File: src/url_token_blanker_assert.svh
// assertion macros for the token blanker
`ifndef URL_TOKEN_BLANKER_ASSERT_SVH
`define URL_TOKEN_BLANKER_ASSERT_SVH

// same-cycle implication, checked outside reset
`define UTB_ASSERT_NOW(lbl, ante, cons, msg) \
  lbl: assert property (@(posedge clk) disable iff (rst) (ante) |-> (cons)) \
    else $error(msg);

// next-cycle implication, checked outside reset
`define UTB_ASSERT_NEXT(lbl, ante, cons, msg) \
  lbl: assert property (@(posedge clk) disable iff (rst) (ante) |=> (cons)) \
    else $error(msg);

`endif

File: src/utb_pkg.sv
`default_nettype none

package utb_pkg;

  // character codes
  localparam logic [7:0] CH_QUOTE = 8'h22;
  localparam logic [7:0] CH_SPACE = 8'h20;
  localparam logic [7:0] CH_LF    = 8'h0A;
  localparam logic [7:0] CH_TAB   = 8'h09;
  localparam logic [7:0] CH_SLASH = 8'h2F;
  localparam logic [7:0] CH_AT    = 8'h40;
  localparam logic [7:0] CH_DOT   = 8'h2E;

  // sequencer states
  typedef enum logic [1:0] {
    S_IDLE,
    S_FETCH,
    S_SHOW,
    S_TAIL
  } utb_state_t;

  // token delimiters
  function automatic logic is_delim(input logic [7:0] c);
    return (c == CH_QUOTE) || (c == CH_SPACE) || (c == CH_LF) || (c == CH_TAB);
  endfunction

endpackage

`default_nettype wire

File: src/utb_in_if.sv
`default_nettype none

// input channel: one text byte per transfer
interface utb_in_if;
  logic       valid;
  logic       ready;
  logic [7:0] text_byte;
  logic       buffer_end;

  modport source (output valid, output text_byte, output buffer_end, input ready);
  modport sink   (input valid, input text_byte, input buffer_end, output ready);
endinterface

`default_nettype wire

File: src/utb_out_if.sv
`default_nettype none

// output channel: one emitted byte per transfer
interface utb_out_if;
  logic       valid;
  logic       ready;
  logic [7:0] out_byte;
  logic       run_last;
  logic       too_long;

  modport source (output valid, output out_byte, output run_last, output too_long,
                  input ready);
  modport sink   (input valid, input out_byte, input run_last, input too_long,
                  output ready);
endinterface

`default_nettype wire

File: src/url_token_blanker.sv
// Streaming filter that blanks URL-like tokens in text. Bytes enter on text_in; quote,
// space, newline and tab are delimiters, and the bytes between them are held in a
// token memory of MAX_TOKEN bytes. A token byte that neither ends the buffer nor
// overflows the memory is absorbed with no output. When a delimiter or
// buffer_end arrives, the token is replayed from the memory, as spaces if it looked
// like a URL, and the delimiter follows; run_last marks the final byte of each input.
// The single-port read of the token memory sets the replay pace: each stored byte is
// read in S_FETCH, then presented in S_SHOW, where it is held while the receiver stalls,
// and a trailing delimiter is presented in S_TAIL. Tokens longer than MAX_TOKEN are
// passed through unchanged with too_long set. No input is taken while results are
// being delivered.
`default_nettype none

module url_token_blanker #(
  parameter int MAX_TOKEN = 63
) (
  input  wire logic clk,
  input  wire logic rst,
  utb_in_if.sink    text_in,
  utb_out_if.source text_out
);
  import utb_pkg::*;

  localparam int LEN_W = $clog2(MAX_TOKEN + 1);
  localparam int IDX_W = (MAX_TOKEN > 1) ? $clog2(MAX_TOKEN) : 1;
  localparam logic [LEN_W-1:0] LEN_MAX = LEN_W'(MAX_TOKEN);
  localparam logic [LEN_W-1:0] LEN_ONE = LEN_W'(1);
  localparam logic [LEN_W-1:0] LEN_TWO = LEN_W'(2);

  utb_state_t state, state_next;

  // token state
  logic [LEN_W-1:0] tok_len, tok_len_next;
  logic             dot_seen, dot_next;
  logic             blank_flag, blank_next;
  logic             pass_flag, pass_next;
  logic [7:0]       last_byte, last_next;

  // replay setup
  logic [LEN_W-1:0] emit_len, e_len_n;
  logic [LEN_W-1:0] emit_cnt;
  logic             emit_blank, e_blank_n;
  logic             emit_flag, e_flag_n;
  logic             tail_valid, t_valid_n;
  logic             tail_flag, t_flag_n;
  logic [7:0]       tail_byte;
  logic             load;

  // token memory
  logic [7:0]       store [MAX_TOKEN];
  logic             wr_en;
  logic             rd_en;
  logic [7:0]       rd_q;

  logic             in_xfer, out_xfer, delim, endf;
  logic [7:0]       c;
  logic             dot_j, blank_j;
  logic [LEN_W-1:0] cnt_inc;
  logic             emit_last;

  assign text_in.ready = (state == S_IDLE);
  assign in_xfer       = text_in.valid && text_in.ready;
  assign out_xfer      = text_out.valid && text_out.ready;
  assign c             = text_in.text_byte;
  assign endf          = text_in.buffer_end;
  assign delim         = is_delim(c);
  assign cnt_inc       = emit_cnt + LEN_ONE;
  assign emit_last     = (cnt_inc == emit_len);

  // judge the previous byte against the incoming one
  always_comb begin
    dot_j   = dot_seen;
    blank_j = blank_flag;
    if (!blank_flag && tok_len >= LEN_TWO) begin
      if ((last_byte == CH_SLASH && (dot_seen || c == CH_SLASH)) || last_byte == CH_AT) begin
        blank_j = 1'b1;
      end else if (last_byte == CH_DOT && c != CH_DOT) begin
        if (!dot_seen) begin
          dot_j = 1'b1;
        end else begin
          blank_j = 1'b1;
        end
      end
    end
  end

  // input decode: absorb, flush or pass through
  always_comb begin
    tok_len_next = tok_len;
    dot_next     = dot_seen;
    blank_next   = blank_flag;
    pass_next    = pass_flag;
    last_next    = last_byte;
    wr_en        = 1'b0;
    load         = 1'b0;
    e_len_n      = '0;
    e_blank_n    = 1'b0;
    e_flag_n     = 1'b0;
    t_valid_n    = 1'b0;
    t_flag_n     = 1'b0;
    if (in_xfer) begin
      if (!delim) begin
        if (pass_flag) begin
          load      = 1'b1;
          t_valid_n = 1'b1;
          t_flag_n  = 1'b1;
          pass_next = !endf;
        end else if (tok_len >= LEN_MAX) begin
          load         = 1'b1;
          e_len_n      = tok_len;
          e_flag_n     = 1'b1;
          t_valid_n    = 1'b1;
          t_flag_n     = 1'b1;
          tok_len_next = '0;
          dot_next     = 1'b0;
          blank_next   = 1'b0;
          pass_next    = !endf;
        end else begin
          wr_en     = 1'b1;
          last_next = c;
          if (endf) begin
            load         = 1'b1;
            e_len_n      = tok_len + LEN_ONE;
            e_blank_n    = blank_j;
            tok_len_next = '0;
            dot_next     = 1'b0;
            blank_next   = 1'b0;
          end else begin
            tok_len_next = tok_len + LEN_ONE;
            dot_next     = dot_j;
            blank_next   = blank_j;
          end
        end
      end else begin
        load         = 1'b1;
        e_len_n      = tok_len;
        e_blank_n    = blank_flag;
        t_valid_n    = 1'b1;
        tok_len_next = '0;
        dot_next     = 1'b0;
        blank_next   = 1'b0;
        pass_next    = 1'b0;
      end
    end
  end

  // state register
  always_ff @(posedge clk) begin
    if (rst) begin
      state <= S_IDLE;
    end else begin
      state <= state_next;
    end
  end

  // next state and output drive
  always_comb begin
    state_next        = state;
    rd_en             = 1'b0;
    text_out.valid    = 1'b0;
    text_out.out_byte = tail_byte;
    text_out.run_last = 1'b1;
    text_out.too_long = tail_flag;
    unique case (state)
      S_IDLE: begin
        if (load) begin
          if (e_len_n != '0) begin
            state_next = S_FETCH;
          end else if (t_valid_n) begin
            state_next = S_TAIL;
          end
        end
      end
      S_FETCH: begin
        rd_en      = 1'b1;
        state_next = S_SHOW;
      end
      S_SHOW: begin
        text_out.valid    = 1'b1;
        text_out.out_byte = emit_blank ? CH_SPACE : rd_q;
        text_out.run_last = emit_last && !tail_valid;
        text_out.too_long = emit_flag;
        if (out_xfer) begin
          if (!emit_last) begin
            state_next = S_FETCH;
          end else if (tail_valid) begin
            state_next = S_TAIL;
          end else begin
            state_next = S_IDLE;
          end
        end
      end
      S_TAIL: begin
        text_out.valid = 1'b1;
        if (out_xfer) begin
          state_next = S_IDLE;
        end
      end
      default: begin
        state_next = S_IDLE;
      end
    endcase
  end

  // token state registers
  always_ff @(posedge clk) begin
    if (rst) begin
      tok_len    <= '0;
      dot_seen   <= 1'b0;
      blank_flag <= 1'b0;
      pass_flag  <= 1'b0;
    end else begin
      tok_len    <= tok_len_next;
      dot_seen   <= dot_next;
      blank_flag <= blank_next;
      pass_flag  <= pass_next;
    end
  end

  always_ff @(posedge clk) begin
    last_byte <= last_next;
  end

  // replay control
  always_ff @(posedge clk) begin
    if (rst) begin
      emit_len   <= '0;
      emit_cnt   <= '0;
      tail_valid <= 1'b0;
    end else if (load) begin
      emit_len   <= e_len_n;
      emit_cnt   <= '0;
      tail_valid <= t_valid_n;
    end else if (state == S_SHOW && out_xfer) begin
      emit_cnt <= cnt_inc;
    end
  end

  // replay payload
  always_ff @(posedge clk) begin
    if (load) begin
      emit_blank <= e_blank_n;
      emit_flag  <= e_flag_n;
      tail_flag  <= t_flag_n;
      tail_byte  <= c;
    end
  end

  // token memory, one write and one registered read
  always_ff @(posedge clk) begin
    if (wr_en) begin
      store[tok_len[IDX_W-1:0]] <= c;
    end
  end

  always_ff @(posedge clk) begin
    if (rd_en) begin
      rd_q <= store[emit_cnt[IDX_W-1:0]];
    end
  end

  // checks
  `include "url_token_blanker_assert.svh"

  `UTB_ASSERT_NOW(a_no_overlap, text_out.valid, !text_in.ready, "input taken during output")
  `UTB_ASSERT_NOW(a_len_bound, 1'b1, tok_len <= LEN_MAX, "token length past memory depth")
  `UTB_ASSERT_NOW(a_pass_empty, pass_flag, tok_len == '0, "pass through with buffered bytes")
  `UTB_ASSERT_NEXT(a_last_idle, out_xfer && text_out.run_last, state == S_IDLE, "no idle after last")

endmodule

`default_nettype wire

File: src/flat_wrapper.sv
// flat-port wrapper written by rule: the top's interface ports become plain ports
module url_token_blanker_flat import utb_pkg::*;
#(
  parameter int MAX_TOKEN = 63
)
  (clk, rst, text_in_valid, text_in_text_byte, text_in_buffer_end, text_in_ready, text_out_valid, text_out_out_byte, text_out_run_last, text_out_too_long, text_out_ready);
  utb_in_if text_in_i ();
  utb_out_if text_out_i ();
  input  wire logic clk;
  input  wire logic rst;
  input wire logic [$bits(text_in_i.valid)-1:0] text_in_valid;
  input wire logic [$bits(text_in_i.text_byte)-1:0] text_in_text_byte;
  input wire logic [$bits(text_in_i.buffer_end)-1:0] text_in_buffer_end;
  output wire logic [$bits(text_in_i.ready)-1:0] text_in_ready;
  output wire logic [$bits(text_out_i.valid)-1:0] text_out_valid;
  output wire logic [$bits(text_out_i.out_byte)-1:0] text_out_out_byte;
  output wire logic [$bits(text_out_i.run_last)-1:0] text_out_run_last;
  output wire logic [$bits(text_out_i.too_long)-1:0] text_out_too_long;
  input wire logic [$bits(text_out_i.ready)-1:0] text_out_ready;
  assign text_in_i.valid = text_in_valid;
  assign text_in_i.text_byte = text_in_text_byte;
  assign text_in_i.buffer_end = text_in_buffer_end;
  assign text_in_ready = text_in_i.ready;
  assign text_out_valid = text_out_i.valid;
  assign text_out_out_byte = text_out_i.out_byte;
  assign text_out_run_last = text_out_i.run_last;
  assign text_out_too_long = text_out_i.too_long;
  assign text_out_i.ready = text_out_ready;
  url_token_blanker #(.MAX_TOKEN(MAX_TOKEN)) u_core (.clk(clk), .rst(rst), .text_in(text_in_i), .text_out(text_out_i));
endmodule
File: config.mk
export PLATFORM = sky130hd
export DESIGN_NAME = url_token_blanker_flat
export DESIGN_NICKNAME = d
export VERILOG_FILES = /design/src/utb_pkg.sv /design/src/utb_in_if.sv /design/src/utb_out_if.sv /design/src/url_token_blanker.sv /design/src/flat_wrapper.sv
export VERILOG_INCLUDE_DIRS = /design/src /design/src/src
export SDC_FILE = /design/constraint.sdc
export NUM_CORES = 1
export LEC_CHECK = 0
export ABC_AREA = 1
export BUFFER_PORTS_ARGS = -buffer_cell sky130_fd_sc_hd__buf_2
export CAP_MARGIN = 15
export CORE_UTILIZATION = 25
export DETAILED_ROUTE_END_ITERATION = 7
export PLACE_DENSITY = 0.47
export SLEW_MARGIN = 15
export SYNTH_ARGS = -nofsm -noshare
export SYNTH_HDL_FRONTEND = slang
export SYNTH_SLANG_ARGS = --single-unit
export TNS_END_PERCENT = 20
File: constraint.sdc
create_clock -name clk -period 2.4 [get_ports clk]
set_clock_uncertainty 0.05 [all_clocks]
set_input_delay 0.36 -clock clk [delete_from_list [all_inputs] [get_ports clk]]
set_output_delay 0.36 -clock clk [all_outputs]
set_load 0.01 [all_outputs]
* Word level (Yosys, flattened, before mapping)
Memory sizes are Yosys's and may differ from the RTL's. A register that Yosys moved wholly into a read port is not among the register bits.
Cells that the tools add are included.
** Storage, ports and cells
- Logic and storage cells :: 128
- Bits in writable memories :: 504
- ROM bits :: 0
- Memories :: 1
- Latch bits :: 0
- Register bits :: 43
** Operators by class
- Shift-type cells :: 0
- Eq/ne operators :: 19
- Multiplexer cells :: 60
- Bitwise gates (word level) :: 4
- Multipliers :: 0
- $add $sub $neg :: 2
- Magnitude comparators :: 2
- Reduce and logical (&&, ||, !) cells :: 27
- Divide/modulo/power cells :: 0
** Memories
- u_core.store :: words 63, bits a word 8, rd ports 1, clocked after memory_dff 1, write ports 1, RTL line url_token_blanker.sv:50 : logic [7:0] store [MAX_TOKEN];
** Operators with widths (count)
- 6-bit two-way mux :: 9
- 1-bit two-way mux :: 41
- 8-bit by 6-bit equality test with 1-bit output (second input constant) :: 5
- 8-bit by 4-bit equality test with 1-bit output (second input constant) :: 2
- 8-bit two-way mux :: 2
- 2-bit two-way mux :: 7
- 6-bit by 1-bit adder with 6-bit output (second input constant) :: 2
- 8-bit by 7-bit equality test with 1-bit output (second input constant) :: 1
- 8-bit by 6-bit != test with 1-bit output (second input constant) :: 1
- 2-bit one-hot mux with 4 select lines :: 1
- 4-bit AND reduction :: 2
- 4-bit nonzero test :: 2
- 1-bit logical AND :: 7
- 6-bit equality test :: 1
- 6-bit by 2-bit >= comparator with 1-bit output (second input constant) :: 1
- 6-bit >= comparator (second input constant) :: 1
- 6-bit nonzero test :: 1
- 2-bit OR reduction :: 3
- 1-bit logical OR :: 5
- 5-bit AND reduction :: 1
- 2-bit equality test (second input constant) :: 2
- 2-bit by 1-bit != test with 1-bit output (second input constant) :: 2
- 2-bit != test (second input constant) :: 2
- 4-bit by 3-bit != test with 1-bit output (second input constant) :: 1
- other kinds (7) :: 12

* Logic depth before layout (Yosys ltp)
- Depth after elaboration :: 10
- Depth in mapped cells :: 15
- Depth with buffers taken out :: 14

* Least setup slack after synthesis
No wires, ideal clock.
- Path type :: register -> register
- Start point :: register u_core.tok_len[0]
- End point :: memory u_core.store[14][0], enable pin
- Setup slack :: -0.218 ns
- Buffers on the path :: 0
- Arrival time :: 2.174 ns
- Library setup time :: 0.395 ns
- Cell stages (with the launch flop) :: 9
- Cell sequence :: dfxtp_1 -> ha_1 -> nand2_1 -> nor2_4 -> nor2_1 -> nand2_4 -> nor2_1 -> nand3_1 -> nor4_1
** Between the ends
- Longest elaborated chain between the ends :: 7
** Ends and longest elaborated chain
- start, declared :: RTL line url_token_blanker.sv:33 : logic [LEN_W-1:0] tok_len, tok_len_next;
- start signal, assigned :: RTL line url_token_blanker.sv:213 : tok_len <= tok_len_next;
- 6-bit >= comparator :: RTL line url_token_blanker.sv:108 : end else if (tok_len >= LEN_MAX) begin
- 1-bit two-way mux :: RTL line url_token_blanker.sv:108
- 1-bit two-way mux :: RTL line url_token_blanker.sv:103 : if (pass_flag) begin
- 1-bit two-way mux :: RTL line url_token_blanker.sv:102 : if (!delim) begin
- 1-bit two-way mux :: RTL line url_token_blanker.sv:101 : if (in_xfer) begin
- 1-bit two-way mux :: RTL line url_token_blanker.sv:251 : if (wr_en) begin
- 1-bit two-way mux (implied by the code) :: RTL line url_token_blanker.sv:252 : store[tok_len[IDX_W-1:0]] <= c;
- end, declared :: RTL line url_token_blanker.sv:50
Parallel ways exist; a longest one is shown, timed or not.

* Final worst setup path
- Start point :: register u_core.emit_cnt[1]
- End point :: output text_out_run_last
** Between the ends
- Longest elaborated chain between the ends :: 4
** Ends and longest elaborated chain
- start, declared :: RTL line url_token_blanker.sv:41 : logic [LEN_W-1:0] emit_cnt;
- start signal, assigned :: RTL line url_token_blanker.sv:235 : emit_cnt <= cnt_inc;
- 6-bit by 1-bit adder with 6-bit output :: RTL line url_token_blanker.sv:67 : assign cnt_inc = emit_cnt + LEN_ONE;
- 6-bit equality test :: RTL line url_token_blanker.sv:68 : assign emit_last = (cnt_inc == emit_len);
- 1-bit logical AND :: RTL line url_token_blanker.sv:181 : text_out.run_last = emit_last && !tail_valid;
- 1-bit two-way mux :: RTL line url_token_blanker.sv:164 : unique case (state)
- end, declared :: RTL line flat_wrapper.sv:17 : output wire logic [$bits(text_out_i.run_last)-1:0] text_out_run_last;
Every way passes these cells.

==> out/results.txt <==
Mapped Area -> 22,800 sq um
Switching Share -> 0.259
Worst Path Arrival -> 2130 ps
total power -> 24,200 uW
first-pass GRT wire length -> 108,000 microns
die area -> 92,500 sq um
area leader, netlist -> edfxtp_1
sequential share of the synthesized area -> 0.720
share of power burned in combinational logic -> 0.148
die width -> 304 microns
hold_ws -> 37.8 ps
# setup viols final -> 3
crit path max-delay cell type -> dfxtp_4
DP Area -> 25,700 sq um
worst hold path class -> in2reg
CTS tree -> done
max frequency -> 393 MHz
Register-to-Register Path Depth -> 12
pre-CTS setup slack -> -278 ps
I/O pin total -> 25
status -> finished with violations
Placed Cells -> 3,188
Final Critical Period -> 2540 ps
Syn Inst Count -> 1,902
sequential power share -> 0.451
FILL cells -> 9,045
met1 WL -> 31,500 microns
synthesized flop and latch total -> 555
r2r setup slk -> -90 ps
port bufs -> 24
Initial Utilization -> 0.253
kind of critical path -> reg2out
detailed placer's ending HPWL -> 47,200 microns
GP Congestion -> 0.883
clock-pin slew on the worst setup and hold paths -> 60 ps
delay-heaviest family, CP -> simple AND/OR/NAND/NOR gates
NumNets Final -> 2,120
Worst-Margin Slew -> 1060 ps
# diodes -> 0
Worst Hold Depth -> 2
worst-path fanout max -> 4
drc violations -> 0
Total GRT Usage -> 0.157
Ys Warns -> 0
r2r endpoint -> u_core.rd_q[1]$_DFFE_PP_
clock power share -> 0.401
Slew Limit Fails -> 0
Clk Latency, worst-skew pair -> 640 ps
root buffer cell -> clkbuf_16
Top Metal Used -> met4
CTS buffer count -> 59
Leak -> 0.00972 uW
Synth area leaders -> edfxtp_1 70%, o21ai_0 6.5%, nor2_1 5.8%
fin worst setup slack -> -142 ps
Max clock buf depth -> 3
RSZ-0062 raised after global routing -> yes
routed wire length per instance -> 22.5 microns
layout overhead on the synthesized area -> 24.8%
htree depth -> 2
Antenna Nets Post-Route -> 0
Avg Vias per Cell -> 4.82
CP Data Required Time -> 1990 ps
drt total wl -> 74,800 microns
clk sinks -> 555
WL met3 -> 4070 microns
WP buf/inv -> 2
failing checks -> negative setup slack
Net Sw Power -> 6280 uW
synthesized net count -> 1,918
Top FF cell, synth -> edfxtp_1
cell with the most instances after synthesis -> edfxtp_1
final instance area -> 28,500 sq um
Worst Setup End Kind -> primary output
Remaining Overflow, GRT -> 0
CP peak stage delay -> 350 ps
die height -> 304 microns
metal2 WL -> 37,100 microns
Synth cell types -> 44
largest net degree at the start of global routing -> 66
internal power -> 17,900 uW
Post-synth EDFFs -> 531
ys async rst share -> 0
number of global-route vias before repair -> 16,194
initial antenna violation count -> 0
RR Startpoint -> u_core.emit_cnt[0]$_SDFFE_PP0P_
Final Hold Fails -> 0
slew margin rel. -> 0.292
VDD IR max -> 0.576 mV
critical-path cell list -> buf_12, ha_4, or2_4, nand2_2, nand2_1, nand2_1, nand3_2, nor2_4, nand3_2, nand2_2, buf_6
row cnt -> 110
Avg Inst Size Synth -> 12.0 sq um
number of max-cap violations -> 0
Commonest cells post-synth -> 531 x edfxtp_1, 352 x nor2_1, 298 x o21ai_0, 183 x nand2_1, 118 x o22ai_1
DRT iter0 DRCs -> 1,479
fin cells -> 3,331
Pwr Density -> 849 nW/um^2
hold path endpoint -> u_core.tail_valid$_SDFFE_PP0P_
share of the synthesized area in the top cell type -> 0.699
crit path launch type -> register
Final period util -> 1.06
first drt pass iteration count -> 5
layout cells sized above 1 -> 0.208
core footprint -> 90,300 sq um
detailed-route via count -> 16,046
worst hold start -> rst
[timing repair]
action | CTS | global route
endpoints found under the setup margin | 437 | 283
buffers inserted | 12 | 11
gates resized for setup | 51 | 81
endpoints found under the hold margin | 2 | 0
hold buffers | 1 | 0
pin swaps | 5 | 16
cloned | 3 | 4
[cells by family after synthesis]
| family | after synthesis | share of synthesized area |
|---|---|---|
| xor+xnor | 3 | 0.00115 |
| simple gates | 658 | 0.121 |
| buf+inv | 181 | 0.0353 |
| compound gates | 501 | 0.121 |
| mux | 1 | 0.000439 |
| fa+ha+maj | 3 | 0.00164 |
| flops | 555 | 0.720 |
[per-layer routing]
| metal | up-vias | track usage |
|---|---|---|
| met1 | 8004 | 0.203 |
| li1 | 7335 | - |
| met4 | 0 | 0.0524 |
| met2 | 572 | 0.271 |
| met5 | - | 0 |
| met3 | 135 | 0.0167 |
[layout make-up]
| cell class | count | area, sq um | area share |
|---|---|---|---|
| timing repair buffer | 259 | 2410 | 0.0845 |
| clock buffer | 72 | 1540 | 0.0539 |
| clock inverter | 40 | 509 | 0.0179 |
| tap | 1176 | 1470 | 0.0517 |
| inverter | 62 | 264 | 0.00927 |
| sequential | 555 | 16400 | 0.577 |
| multi-input combinational | 1166 | 5850 | 0.205 |
| timing repair inverter | 1 | 11.3 | 0.000395 |
[metrics by stage]
step	util	TNS [ps]
floorplan	-	-3490
global placement	0.284	-55830
detailed placement	0.284	-41560
CTS	0.311	-669
global route	0.315	-452
finish	0.315	-252
[worst max path at each step]
stage	startpoint	endpoint	depth (start not counted)
floorplan	u_core.tok_len[0]$_SDFFE_PP0P_	u_core.store[14][0]$_DFFE_PP_	8
global placement	text_in_text_byte[1]	u_core.store[47][4]$_DFFE_PP_	12
detailed placement	u_core.tok_len[0]$_SDFFE_PP0P_	u_core.store[8][5]$_DFFE_PP_	10
CTS	u_core.emit_cnt[1]$_SDFFE_PP0P_	text_out_run_last	11
global route	u_core.emit_cnt[1]$_SDFFE_PP0P_	text_out_run_last	11
finish	u_core.emit_cnt[1]$_SDFFE_PP0P_	text_out_run_last	11
[flip-flops by register name, indices dropped and copies added (netlist names), 2 cells and up]
| register | cells |
|---|---|
| u_core.store | 504 |
| u_core.last_byte | 8 |
| u_core.rd_q | 8 |
| u_core.tail_byte | 8 |
| u_core.emit_cnt | 6 |
| u_core.emit_len | 6 |
| u_core.tok_len | 6 |
| u_core.state | 2 |
[power groups by stage]
| stage | clock network (uW) | logic [uW] | registers (uW) |
|---|---|---|---|
| 6_report | 9700 | 3580 | 10900 |
| 5_1_grt | 10200 | 3870 | 10900 |
| 4_1_cts | 9850 | 3300 | 10900 |
| 3_5_place_dp | 0 | 3200 | 11100 |
| 3_3_place_gp | 0 | 3210 | 11100 |
| 2_1_floorplan | 0 | 1680 | 11100 |
[placed cells by master (no fill, tap or decap), types with 14 or more instances in the layout]
| master | count |
|---|---|
| inv_1 | 50 |
| nor2_1 | 332 |
| buf_2 | 23 |
| buf_4 | 194 |
| nor2_2 | 17 |
| nand3_1 | 65 |
| nand2_2 | 14 |
| edfxtp_1 | 531 |
| a21oi_1 | 45 |
| dfxtp_1 | 21 |
| o21ai_1 | 30 |
| o211ai_1 | 22 |
| clkbuf_16 | 62 |
| nand2_1 | 174 |
| buf_12 | 25 |
| o22ai_1 | 109 |
| o21ai_0 | 265 |
No activity file was read; power rests on OpenSTA's default activity.
